File: config.mk
export PLATFORM = sky130hd
export DESIGN_NAME = oled_text_line_renderer
export DESIGN_NICKNAME = d
export VERILOG_FILES = /design/src/design/olr_pkg.sv /design/src/design/olr_front.sv /design/src/design/olr_queue.sv /design/src/design/olr_back.sv /design/src/design/oled_text_line_renderer.sv
export SDC_FILE = /design/constraint.sdc
export NUM_CORES = 1
export LEC_CHECK = 0
export BUFFER_PORTS_ARGS = -buffer_cell sky130_fd_sc_hd__buf_2
export CORE_UTILIZATION = 45
export DETAILED_ROUTE_END_ITERATION = 8
export GPL_ROUTABILITY_DRIVEN = 0
export HOLD_SLACK_MARGIN = 0.15
export PLACE_DENSITY = 0.61
export REMOVE_ABC_BUFFERS = 1
export SYNTH_ARGS = -nofsm -noshare
export SYNTH_HDL_FRONTEND = slang
export SYNTH_SLANG_ARGS = --single-unit
File: constraint.sdc
create_clock -name clk -period 4.65 [get_ports clk]
set_input_delay 0.465 -clock clk [delete_from_list [all_inputs] [get_ports clk]]
set_output_delay 0.465 -clock clk [all_outputs]
set_load 0.05 [all_outputs]
File: src/design/olr_pkg.sv
// shared types, constants, font table and lookup functions for the text line renderer
package olr_pkg;

  // line geometry
  localparam int LINE_COLUMNS = 128;
  localparam int GLYPH_WIDTH  = 5;
  localparam int CELL_WIDTH   = GLYPH_WIDTH + 1;
  localparam int CHAR_LIMIT   = LINE_COLUMNS - 2;
  localparam int COL_W        = 7;
  localparam int GLYPH_COUNT  = 35;
  localparam int GLYPH_IDX_W  = $clog2(GLYPH_COUNT);
  localparam int STEP_W       = $clog2(CELL_WIDTH);

  // descriptor queue, power-of-two depth
  localparam int QUEUE_DEPTH = 2;
  localparam int QPTR_W      = $clog2(QUEUE_DEPTH);
  localparam int QCNT_W      = $clog2(QUEUE_DEPTH + 1);

  // controller bytes
  localparam logic [7:0] CMD_PAGE_BASE = 8'hB0;
  localparam logic [7:0] CMD_COL_LOW   = 8'h00;
  localparam logic [7:0] CMD_COL_HIGH  = 8'h10;

  // input actions
  localparam logic [1:0] ACT_START = 2'd0;
  localparam logic [1:0] ACT_CHAR  = 2'd1;
  localparam logic [1:0] ACT_PAD   = 2'd2;

  // work kinds in the descriptor queue
  localparam logic [1:0] KIND_START = 2'd0;
  localparam logic [1:0] KIND_CHAR  = 2'd1;
  localparam logic [1:0] KIND_PAD   = 2'd2;

  typedef struct packed {
    logic [1:0] action;
    logic [2:0] page;
    logic [7:0] char_code;
  } in_item_t;

  typedef struct packed {
    logic [7:0] out_byte;
    logic       is_data;
    logic [7:0] repeat_count;
    logic       last;
  } out_item_t;

  typedef struct packed {
    logic [1:0]             kind;
    logic [2:0]             page;
    logic [GLYPH_IDX_W-1:0] glyph;
    logic [7:0]             rep;
  } desc_t;

  // one glyph per entry, first column in the top byte
  localparam logic [39:0] FONT_ROM [GLYPH_COUNT] = '{
    40'h00_00_00_00_00, // blank
    40'h08_08_08_08_08, // dash
    40'h00_60_60_00_00, // period
    40'h00_36_36_00_00, // colon
    40'h3E_51_49_45_3E, // 0
    40'h00_42_7F_40_00,
    40'h42_61_51_49_46,
    40'h21_41_45_4B_31,
    40'h18_14_12_7F_10,
    40'h27_45_45_45_39,
    40'h3C_4A_49_49_30,
    40'h01_71_09_05_03,
    40'h36_49_49_49_36,
    40'h06_49_49_29_1E, // 9
    40'h7E_11_11_11_7E, // A
    40'h7F_49_49_49_36, // B
    40'h7F_41_41_22_1C, // D
    40'h7F_49_49_49_41, // E
    40'h7F_09_09_09_01, // F
    40'h3E_41_49_49_7A, // G
    40'h00_41_7F_41_00, // I
    40'h7F_08_14_22_41, // K
    40'h7F_40_40_40_40, // L
    40'h7F_02_0C_02_7F, // M
    40'h7F_04_08_10_7F, // N
    40'h3E_41_41_41_3E, // O
    40'h7F_09_09_09_06, // P
    40'h3E_41_51_21_5E, // Q
    40'h7F_09_19_29_46, // R
    40'h46_49_49_49_31, // S
    40'h01_01_7F_01_01, // T
    40'h3F_40_40_40_3F, // U
    40'h1F_20_40_20_1F, // V
    40'h3F_40_38_40_3F, // W
    40'h07_08_70_08_07  // Y
  };

  // fold lower case, then map the code to a font entry; unknown codes are blank
  function automatic logic [GLYPH_IDX_W-1:0] font_index(input logic [7:0] code);
    logic [7:0] folded;
    logic [GLYPH_IDX_W-1:0] idx;
    folded = code;
    if (code >= 8'h61 && code <= 8'h7A) begin
      folded = code - 8'h20;
    end
    if (folded >= 8'h30 && folded <= 8'h39) begin
      idx = GLYPH_IDX_W'(folded[3:0]) + GLYPH_IDX_W'(4);
    end else begin
      unique case (folded)
        8'h2D:   idx = GLYPH_IDX_W'(1);
        8'h2E:   idx = GLYPH_IDX_W'(2);
        8'h3A:   idx = GLYPH_IDX_W'(3);
        8'h41:   idx = GLYPH_IDX_W'(14);
        8'h42:   idx = GLYPH_IDX_W'(15);
        8'h44:   idx = GLYPH_IDX_W'(16);
        8'h45:   idx = GLYPH_IDX_W'(17);
        8'h46:   idx = GLYPH_IDX_W'(18);
        8'h47:   idx = GLYPH_IDX_W'(19);
        8'h49:   idx = GLYPH_IDX_W'(20);
        8'h4B:   idx = GLYPH_IDX_W'(21);
        8'h4C:   idx = GLYPH_IDX_W'(22);
        8'h4D:   idx = GLYPH_IDX_W'(23);
        8'h4E:   idx = GLYPH_IDX_W'(24);
        8'h4F:   idx = GLYPH_IDX_W'(25);
        8'h50:   idx = GLYPH_IDX_W'(26);
        8'h51:   idx = GLYPH_IDX_W'(27);
        8'h52:   idx = GLYPH_IDX_W'(28);
        8'h53:   idx = GLYPH_IDX_W'(29);
        8'h54:   idx = GLYPH_IDX_W'(30);
        8'h55:   idx = GLYPH_IDX_W'(31);
        8'h56:   idx = GLYPH_IDX_W'(32);
        8'h57:   idx = GLYPH_IDX_W'(33);
        8'h59:   idx = GLYPH_IDX_W'(34);
        default: idx = '0;
      endcase
    end
    return idx;
  endfunction

  // column byte of a glyph cell; the spacer column reads as zero
  function automatic logic [7:0] glyph_byte(input logic [39:0] row,
                                            input logic [STEP_W-1:0] step);
    logic [7:0] b;
    unique case (step)
      STEP_W'(0): b = row[39:32];
      STEP_W'(1): b = row[31:24];
      STEP_W'(2): b = row[23:16];
      STEP_W'(3): b = row[15:8];
      STEP_W'(4): b = row[7:0];
      default:    b = 8'h00;
    endcase
    return b;
  endfunction

endpackage

File: src/design/olr_front.sv
// front end: accepts items, tracks the line column and queues work descriptors
module olr_front import olr_pkg::*; (
  input  logic           clk,
  input  logic           rst,
  input  logic           in_valid,
  output logic           in_ready,
  input  in_item_t       in_data,
  input  logic           q_full,
  output logic           push,
  output desc_t          push_desc,
  output logic [COL_W-1:0] column
);

  logic [COL_W-1:0] column_next;
  logic             accept;
  logic             emits;
  logic [7:0]       col_ext;

  assign in_ready = !q_full;
  assign accept   = in_valid && in_ready;
  assign col_ext  = {1'b0, column};
  assign push     = accept && emits;

  always_comb begin
    emits            = 1'b0;
    column_next      = column;
    push_desc.kind   = KIND_START;
    push_desc.page   = in_data.page;
    push_desc.glyph  = font_index(in_data.char_code);
    push_desc.rep    = 8'd1;
    unique case (in_data.action)
      ACT_START: begin
        emits       = 1'b1;
        column_next = '0;
      end
      ACT_CHAR: begin
        push_desc.kind = KIND_CHAR;
        if (col_ext < 8'(CHAR_LIMIT)) begin
          emits       = 1'b1;
          column_next = column + COL_W'(CELL_WIDTH);
        end
      end
      ACT_PAD: begin
        push_desc.kind = KIND_PAD;
        push_desc.rep  = 8'(LINE_COLUMNS) - col_ext;
        if (9'(col_ext) < 9'(LINE_COLUMNS)) begin
          emits = 1'b1;
        end
      end
      default: begin
        emits = 1'b0;
      end
    endcase
  end

  always_ff @(posedge clk) begin
    if (rst) begin
      column <= '0;
    end else if (accept) begin
      column <= column_next;
    end
  end

endmodule

File: src/design/olr_queue.sv
// small descriptor fifo between front and back
module olr_queue import olr_pkg::*; (
  input  logic  clk,
  input  logic  rst,
  input  logic  push,
  input  desc_t push_desc,
  input  logic  pop,
  output desc_t head,
  output logic  empty,
  output logic  full
);

  desc_t             slots [QUEUE_DEPTH];
  logic [QPTR_W-1:0] wr_ptr;
  logic [QPTR_W-1:0] rd_ptr;
  logic [QCNT_W-1:0] count;

  assign head  = slots[rd_ptr];
  assign empty = (count == '0);
  assign full  = (count == QCNT_W'(QUEUE_DEPTH));

  always_ff @(posedge clk) begin
    if (push) begin
      slots[wr_ptr] <= push_desc;
    end
  end

  always_ff @(posedge clk) begin
    if (rst) begin
      wr_ptr <= '0;
      rd_ptr <= '0;
      count  <= '0;
    end else begin
      if (push) begin
        wr_ptr <= wr_ptr + QPTR_W'(1);
      end
      if (pop) begin
        rd_ptr <= rd_ptr + QPTR_W'(1);
      end
      if (push && !pop) begin
        count <= count + QCNT_W'(1);
      end else if (pop && !push) begin
        count <= count - QCNT_W'(1);
      end
    end
  end

endmodule

File: src/design/olr_back.sv
// back end: expands each descriptor into controller bytes, one per cycle unless the output stalls
module olr_back import olr_pkg::*; (
  input  logic      clk,
  input  logic      rst,
  input  desc_t     head,
  input  logic      q_empty,
  output logic      pop,
  output logic      out_valid,
  input  logic      out_ready,
  output out_item_t out_data
);

  logic [STEP_W-1:0] step;
  logic [STEP_W-1:0] last_step;
  logic              advance;
  logic              issue;
  logic              last_now;
  out_item_t         res;

  assign advance  = !out_valid || out_ready;
  assign issue    = advance && !q_empty;
  assign last_now = (step == last_step);
  assign pop      = issue && last_now;

  always_comb begin
    res.repeat_count = 8'd1;
    res.last         = last_now;
    unique case (head.kind)
      KIND_START: begin
        last_step   = STEP_W'(2);
        res.is_data = 1'b0;
        unique case (step)
          STEP_W'(0): res.out_byte = CMD_PAGE_BASE + 8'(head.page);
          STEP_W'(1): res.out_byte = CMD_COL_LOW;
          default:    res.out_byte = CMD_COL_HIGH;
        endcase
      end
      KIND_CHAR: begin
        last_step    = STEP_W'(CELL_WIDTH - 1);
        res.is_data  = 1'b1;
        res.out_byte = glyph_byte(FONT_ROM[head.glyph], step);
      end
      default: begin
        last_step        = '0;
        res.is_data      = 1'b1;
        res.out_byte     = 8'h00;
        res.repeat_count = head.rep;
      end
    endcase
  end

  always_ff @(posedge clk) begin
    if (rst) begin
      out_valid <= 1'b0;
      step      <= '0;
    end else begin
      if (advance) begin
        out_valid <= !q_empty;
      end
      if (issue) begin
        step <= last_now ? '0 : step + STEP_W'(1);
      end
    end
  end

  always_ff @(posedge clk) begin
    if (issue) begin
      out_data <= res;
    end
  end

endmodule

File: src/design/oled_text_line_renderer.sv
// top level of the text line renderer: front end, descriptor queue, byte generator
//
//   channel | direction | handshake             | payload
//   --------+-----------+-----------------------+--------------------------------------
//   in      | input     | in_valid / in_ready   | in_data  (action, page, char_code)
//   out     | output    | out_valid / out_ready | out_data (out_byte, is_data,
//           |           |                       |           repeat_count, last)
//
// rate: one result per cycle from the back end unless out_ready stalls it; a character gives
//   six results, a start line three and an end line one; items that emit nothing queue nothing
// the byte generator in the back end is the bottleneck; the front runs ahead by up to
//   two queued descriptors and keeps accepting while a result waits in the output register
// reset: synchronous, clears the column, the queue pointers, the step counter and out_valid
// stalls: out_ready low while out_valid is high freezes the output register and the back end;
//   in_ready drops only when the queue is full
module oled_text_line_renderer import olr_pkg::*; (
  input  logic      clk,
  input  logic      rst,
  input  logic      in_valid,
  output logic      in_ready,
  input  in_item_t  in_data,
  output logic      out_valid,
  input  logic      out_ready,
  output out_item_t out_data
);

  // front to queue
  logic             push;
  desc_t            push_desc;
  logic [COL_W-1:0] column;

  // queue to back
  desc_t head;
  logic  q_empty;
  logic  q_full;
  logic  pop;

  // classify items, keep the column, drop characters past the line end
  olr_front u_front (
    .clk       (clk),
    .rst       (rst),
    .in_valid  (in_valid),
    .in_ready  (in_ready),
    .in_data   (in_data),
    .q_full    (q_full),
    .push      (push),
    .push_desc (push_desc),
    .column    (column)
  );

  // decouples item intake from byte generation
  olr_queue u_queue (
    .clk       (clk),
    .rst       (rst),
    .push      (push),
    .push_desc (push_desc),
    .pop       (pop),
    .head      (head),
    .empty     (q_empty),
    .full      (q_full)
  );

  // walks each descriptor one byte per cycle into the output register unless out_ready stalls it
  olr_back u_back (
    .clk       (clk),
    .rst       (rst),
    .head      (head),
    .q_empty   (q_empty),
    .pop       (pop),
    .out_valid (out_valid),
    .out_ready (out_ready),
    .out_data  (out_data)
  );

  // queue never written while full
  a_no_overflow: assert property (@(posedge clk) disable iff (rst) !(push && q_full))
    else $error("descriptor pushed into a full queue");

  // queue never read while empty
  a_no_underflow: assert property (@(posedge clk) disable iff (rst) !(pop && q_empty))
    else $error("descriptor popped from an empty queue");

  // a start line item rewinds the column
  a_start_rewinds: assert property (@(posedge clk) disable iff (rst)
      in_valid && in_ready && in_data.action == ACT_START |=> column == '0)
    else $error("column not cleared after start line");

  // command bytes are always sent once
  a_cmd_single: assert property (@(posedge clk) disable iff (rst)
      out_valid && !out_data.is_data |-> out_data.repeat_count == 8'd1)
    else $error("command byte with repeat count other than one");

endmodule

==> run summary, run 1 <==
Clk pwr share = 17.3%
Synthesized area = 5729 um2
Grt total ovfl = 0
Post-synth top area share = 29.35%
Largest net degree at the start of global routing = 60
Routed wire length = 16190 um
Max VDD drop = 0.0002448 V
Die width = 114.8 um
Max-cap violations = 0
Post-synth top area cell = edfxtp_1
Dominant cell by count in the synthesized netlist = nand2_1
Total negative slack = 0 ns
WHS = 0.3163 ns
Pleak = 2.282 nW
Critical Setup Path Class = flop to flop
Period utilization = 78.38%
CTS tree = built
I/O Buffers = 36
Register area = 1983 um2
Die Y = 114.8 um
Routed wire length per instance = 19.21 um
Post-DRT Antenna Nets = 0
YS warnings = 0
Sw Ratio = 49.86%
Post-DP HPWL = 11280 um
Nets = 719
Synth Area per Inst = 8.577 um2
N_diodes = 0
First-pass iteration count of the detailed router = 5
Top cells by area, synth = edfxtp_1 (29%), ha_1 (7.0%), dfxtp_1 (5.2%)
Primary FF master, synth = edfxtp_1
Mapped Cells = 668
Vias per cell = 6.466
Slowest library cell on the worst path = mux2i_1
Worst slew pin tran = 1.040 ns
Sequential share of power = 25.9%
Share of cells above drive strength 1 = 13.19%
Min Tclk post-route = 3.645 ns
Top cells by count, synth = nand2_1 (71), nor2_1 (61), edfxtp_1 (56)
Required @ worst endpoint = 4.75 ns
Pwr dens = 618.7 nW/um2
Vias in the first global route = 4850
Footprint of the multi-input gates = 3401 um2
Starting Density = 46.92%
Initial antenna violation count = 0
FP Rows = 40
Tot GR Track Use = 25.15%
Post-route insts no fill = 843
Vias = 5451
Clock sinks = 71
Post_cts resized = 0
DR DRC count = 0
Internal Power = 0.001932 W
Worst-path cell chain = buf_4 > mux2i_1 > o21ai_0 > o221a_1 > or4_1 > a211o_1
CTS H-tree depth = 3
Max-slew violations = 0
I/O pins = 37
First-pass GRT wire length = 25440 um
Yosys reg bits = 71
Die area = 13190 um2
Crit end category = flop
Clk_lat worst skew = 0.34 ns
Post-synth ARST share = 0%
Clock Skews = 0.01056 ns
Sequential area share after synthesis = 34.59%
Relative slew slack = 28.68%
Number of synthesized flops with an enable pin = 56
Post-CTS Setup Repair Bufs = 0
Crit-path max FO = 59
Gate power share = 56.8%
Total CTS buffers = 9
RSZ-0062 raised after global routing = false
Worst-path clk slew = 0.07 ns
Hold_buf cts = 0
Status = complete, no violations
Clock Path Buffers = 2
Synth cell types = 76
Sw power = 0.001921 W
Root Driver = clkbuf_16
Dpl cells = 827
Core Footprint = 12210 um2
Layout area overhead = 8.714%
Setup violations, final = 0
Fill count = 1161
Fmax = 274.4 MHz
CP Data Arrival Time = 3.74 ns
Hold Vio Cnt, Final = 0
Largest stage delay on the critical path = 0.93 ns
Startpoint types = flop
Initial DRC count = 802
Worst hold path class = input pin to flop
[logic make-up after synthesis]
family | synth area share [%]
mux | 4.848
xor+xnor | 1.987
fa+ha+maj | 6.988
flops | 34.59
compound gates | 26.32
simple gates | 19.15
buf+inv | 6.115
[sequential cells by signal (all words and copies together) (netlist names), named ones only]
signal	cells
u_queue.wr_ptr	1
u_queue.rd_ptr	1
u_back.out_valid	1
u_back.step	3
u_queue.count	2
u_queue.slots	38
u_front.column	6
u_back.out_data	18
[power by group through the flow]
stage | Sequential [W] | Clock [W] | Combinational [W]
after global placement | 0.00101 | 0 | 0.00211
after floorplan | 0.00132 | 0 | 0.00122
after detailed placement | 0.00101 | 0 | 0.00211
after CTS | 0.000998 | 0.000678 | 0.00212
after global routing | 0.00102 | 0.000706 | 0.00233
final | 0.000998 | 0.000668 | 0.00219
[stage by stage]
stage / area [um2] / util, % / total power, W / setup slack (ns)
final: 6228 / 51.00 / 0.003853 / 1.005
after global routing: 6228 / 51.00 / 0.004048 / 0.8699
after CTS: 6228 / 51.00 / 0.003797 / 1.161
after detailed placement: 5939 / 48.64 / 0.003123 / 1.171
after global placement: 5939 / 48.64 / 0.003119 / 1.210
after floorplan: 5477 / - / 0.002537 / 0.3462
[area by class of cell]
type,instances,area share (%)
Sequential cell,71,31.84
Tap cell,168,3.375
Clock buffer,9,3.616
Clock inverter,7,1.025
Timing Repair Buffer,45,3.978
Inverter,26,1.567
Multi-Input combinational cell,517,54.60
[placed cells by master, fill, tap and decap left out, types with 5 or more instances in the layout]
master and instances:
xnor2_1 8, xor2_1 5, o21ai_0 48, a21oi_1 46, ha_1 32, a22oi_1 5, buf_2 36, nor2b_1 12
a221oi_1 6, nand2b_1 14, dfxtp_1 14, buf_4 9, mux2i_1 5, o22ai_1 5, a211oi_1 17, clkbuf_16 9
a211o_1 5, a21o_1 6, nand2_1 71, o211ai_1 17, nand3_1 18, a311oi_1 6, inv_1 23, nor2_1 61
nor3_1 19, mux2_2 12, a31oi_1 6, edfxtp_1 56
[routing by layer]
layer  vias up  track usage (%)  share of wire, %
li1       2509                -                 -
met1      2532            33.75                43
met2       329            37.86                43
met3        81            5.113               8.7
met4         0            14.20               5.2
met5         -                0                 0
[critical path, delay by kind of cell (launching register included)]
family	cells	cell delay, ns
multiplexers	1	0.93
buffers and inverters	1	0.55
AND/OR/NAND/NOR	1	0.51
AO/OA/AOI/OAI	3	0.83
flip-flops	1	0.53
[path summary, 6_finish.rpt]
| path | slack [ns] | cells after the start | end | startpoint |
|---|---|---|---|---|
| worst max register to register | 1.01 | 6 | u_back.out_data[15] | flop |
| worst max-delay path | 1.01 | 6 | u_back.out_data[15] | flop |
| worst min register to register | 0.51 | 2 | u_back.out_valid | u_back.out_valid |
| worst min-delay path | 0.32 | 1 | u_queue.slots[0][14] | in_data[8] |
No activity file was read; power rests on OpenSTA's default activity.
==> run 2: changes to the inputs <==
- ABC_AREA: default -> 1
- PLACE_DENSITY: 0.61 -> 0.64
- clock period: 4.65 -> 3.3 ns (I/O delays scaled with it)
==> run summary, run 2 <==
Max-slew violations = 0 (unchanged)
Root Driver = clkbuf_16 (unchanged)
Biggest regs = u_queue.slots: 38 flops, u_back.out_data: 18 flops, u_front.column: 6 flops (unchanged)
Dpl cells = 915 (was 827)
Pleak = 2.845 nW (was 2.282 nW)
Min Tclk post-route = 2.760 ns (was 3.645 ns)
Die Y = 111.4 um (was 114.8 um)
Sequential area share after synthesis = 36.78% (was 34.59%)
Largest family of logic cells by synthesized area = simple AND/OR/NAND/NOR gates (was compound AO/OA/AOI/OAI gates)
Failing checks = DRC
Relative slew slack = 65.48% (was 28.68%)
Vias = 5079 (was 5451)
Top cells by area, synth = edfxtp_1 (31%), nand2_1 (15%), ha_1 (7.4%) (was edfxtp_1 (29%), ha_1 (7.0%), dfxtp_1 (5.2%))
YS warnings = 0 (unchanged)
FP Rows = 39 (was 40)
Synth Area per Inst = 7.214 um2 (was 8.577 um2)
Core Footprint = 11560 um2 (was 12210 um2)
Post_cts resized = 0 (unchanged)
Most common cell after layout, fill and taps aside = nand2_1 (unchanged)
Tot GR Track Use = 23.06% (was 25.15%)
Crit-path max FO = 25 (was 59)
Die area = 12420 um2 (was 13190 um2)
Die width = 111.4 um (was 114.8 um)
Max reg flops = 38 (unchanged)
Required @ worst endpoint = 3.39 ns (was 4.75 ns)
Dominant cell by count in the synthesized netlist = nand2_1 (unchanged)
Fmax = 362.3 MHz (was 274.4 MHz)
Routed wire length = 13630 um (was 16190 um)
RSZ-0062 raised after global routing = false (unchanged)
Starting Density = 46.60% (was 46.92%)
Commonest non-fill, non-tap cells in the layout = nand2_1 (219), inv_1 (88), nor2_1 (79), nand3_1 (61), edfxtp_1 (56) (was nand2_1 (71), nor2_1 (61), edfxtp_1 (56), o21ai_0 (48), a21oi_1 (46))
Vias per cell = 5.455 (was 6.466)
Post-synth top area cell = edfxtp_1 (unchanged)
Post-synth top area share = 31.21% (was 29.35%)
Post-route insts no fill = 931 (was 843)
Design Power = 0.005647 W (was 0.003853 W)
Clock Path Buffers = 2 (unchanged)
Nets = 832 (was 719)
Post-Synth Adder-Cell Area = 7.430% (was 6.988%)
Startpoint types = flop (unchanged)
Hold Vio Cnt, Final = 0 (unchanged)
Top reg by flops = u_queue.slots (unchanged)
Worst slew pin tran = 0.5159 ns (was 1.040 ns)
Mux cell area share after synthesis = 0.6037% (was 4.848%)
Post-DRT Antenna Nets = 0 (unchanged)
Clk_lat worst skew = 0.33 ns (was 0.34 ns)
Max-cap violations = 0 (unchanged)
Worst hold path class = input pin to flop (unchanged)
I/O Buffers = 36 (unchanged)
Synth cell types = 42 (was 76)
Synth Area in Simple Gates = 32.99% (was 19.15%)
Top cells by count, synth = nand2_1 (219), inv_1 (88), nor2_1 (79) (was nand2_1 (71), nor2_1 (61), edfxtp_1 (56))
CTS H-tree depth = 3 (unchanged)
Mapped Cells = 747 (was 668)
Post-synthesis compound-gate area fraction = 12.44% (was 26.32%)
Critical Setup Path Class = flop to flop (unchanged)
Grt total ovfl = 0 (unchanged)
Slowest library cell on the worst path = dfxtp_1 (was mux2i_1)
CP Data Arrival Time = 2.85 ns (was 3.74 ns)
Worst-path cell chain = inv_2 > buf_4 > nand2_1 > nand2_2 > ha_1 > o21ai_0 > nor3_1 > a31oi_1 > nand2_1 > nand2_1 > nand2_1 > nand2_1 > nand2_1 (was buf_4 > mux2i_1 > o21ai_0 > o221a_1 > or4_1 > a211o_1)
Clock sinks = 71 (unchanged)
Layout area overhead = 10.33% (was 8.714%)
Share of cells above drive strength 1 = 13.45% (was 13.19%)
Primary FF master, synth = edfxtp_1 (unchanged)
Area share of xor/xnor cells in the synthesized design = 0.4876% (was 1.987%)
Vias in the first global route = 4836 (was 4850)
Largest stage delay on the critical path = 0.53 ns (was 0.93 ns)
CP dominant cell by count = nand2_1
Fin util = 51.41% (was 51.00%)
Final WS setup = 0.5397 ns (was 1.005 ns)
Initial DRC count = 547 (was 802)
Worst-path clk slew = 0.06 ns (was 0.07 ns)
DP Worst Slack = 0.6147 ns (was 1.171 ns)
Period utilization = 83.64% (was 78.38%)
First-pass GRT wire length = 22870 um (was 25440 um)
Fill count = 1139 (was 1161)
Largest net degree at the start of global routing = 26 (was 60)
Max VDD drop = 0.0004703 V (was 0.0002448 V)
Post-CTS Setup Repair Bufs = 0 (unchanged)
CTS tree = built (unchanged)
Routed wire length per instance = 14.64 um (was 19.21 um)
First-pass iteration count of the detailed router = 7 (was 5)
Setup violations, final = 0 (unchanged)
Total CTS buffers = 9 (unchanged)
Clock Skews = 0.006020 ns (was 0.01056 ns)
Total negative slack = 0 ns (unchanged)
Crit end category = flop (unchanged)
Number of synthesized flops with an enable pin = 56 (unchanged)
Hold_buf cts = 0 (unchanged)
Post-DP HPWL = 10110 um (was 11280 um)
Status = finished, violations left (was complete, no violations)
Synthesized area = 5389 um2 (was 5729 um2)
N_diodes = 0 (unchanged)
Initial antenna violation count = 0 (unchanged)
Yosys reg bits = 71 (unchanged)
I/O pins = 37 (unchanged)
Post-synth ARST share = 0% (unchanged)
DR DRC count = 2 (was 0)
Pwr dens = 949.7 nW/um2 (was 618.7 nW/um2)
==> run 2: routing by layer <==
metal / track usage [%] / wire length [um]
met2: 36.17 / 6130
met5: 0 / 0
met3: 4.790 / 1011
met4: 13.15 / 683
met1: 29.64 / 5801
==> run 2: cells by family (layout without fill, tap and decap cells) <==
family,count (synthesis),after routing
AND/OR/NAND/NOR,408,408
buffers and inverters,116,157
AO/OA/AOI/OAI,115,115
flip-flops,71,71
adder cells (fa/ha/maj),32,32
XOR/XNOR,3,3
multiplexers,2,2
==> run 2: layout make-up <==
type | instances | area, um2 | area share, %
Sequential cell | 71 | 1982 | 33.33
Multi-Input combinational cell | 560 | 2912 | 48.97
Timing Repair Buffer | 45 | 247.7 | 4.167
Inverter | 96 | 360.3 | 6.061
Clock inverter | 6 | 36.28 | 0.6103
Clock buffer | 10 | 229.0 | 3.851
Tap cell | 143 | 178.9 | 3.009
==> run 2: final timing paths <==
| kind | start | endpoint | slack (ns) | depth (start not counted) |
|---|---|---|---|---|
| max | flop | u_back.out_data[12] | 0.54 | 13 |
| min | in_data[10] | u_queue.slots[1][16] | 0.19 | 1 |
| max reg2reg | flop | u_back.out_data[12] | 0.54 | 13 |
| min reg2reg | u_queue.rd_ptr | u_queue.rd_ptr | 0.51 | 2 |
==> run 2: where the power goes <==
group | switching [W] | internal (W)
clock network | 0.000364 | 0.000504
registers | 0.0000929 | 0.00128
logic | 0.00249 | 0.000910
total | 0.00295 | 0.00270
==> run 2: through the flow <==
step	hold slack [ns]	area, um2
final	0.1891	5946
after global routing	0.1844	5946
after CTS	0.1753	5946
after detailed placement	0.4957	5680
after global placement	0.4917	5680
after floorplan	0.3991	5250
==> run 2: worst max-delay path, delay by kind of cell (launching register included) <==
kind / cells / cell delay (ns)
adder cells (fa/ha/maj): 1 / 0.39
buffers and inverters: 2 / 0.27
AO/OA/AOI/OAI: 2 / 0.51
flip-flops: 1 / 0.53
AND/OR/NAND/NOR: 8 / 0.80
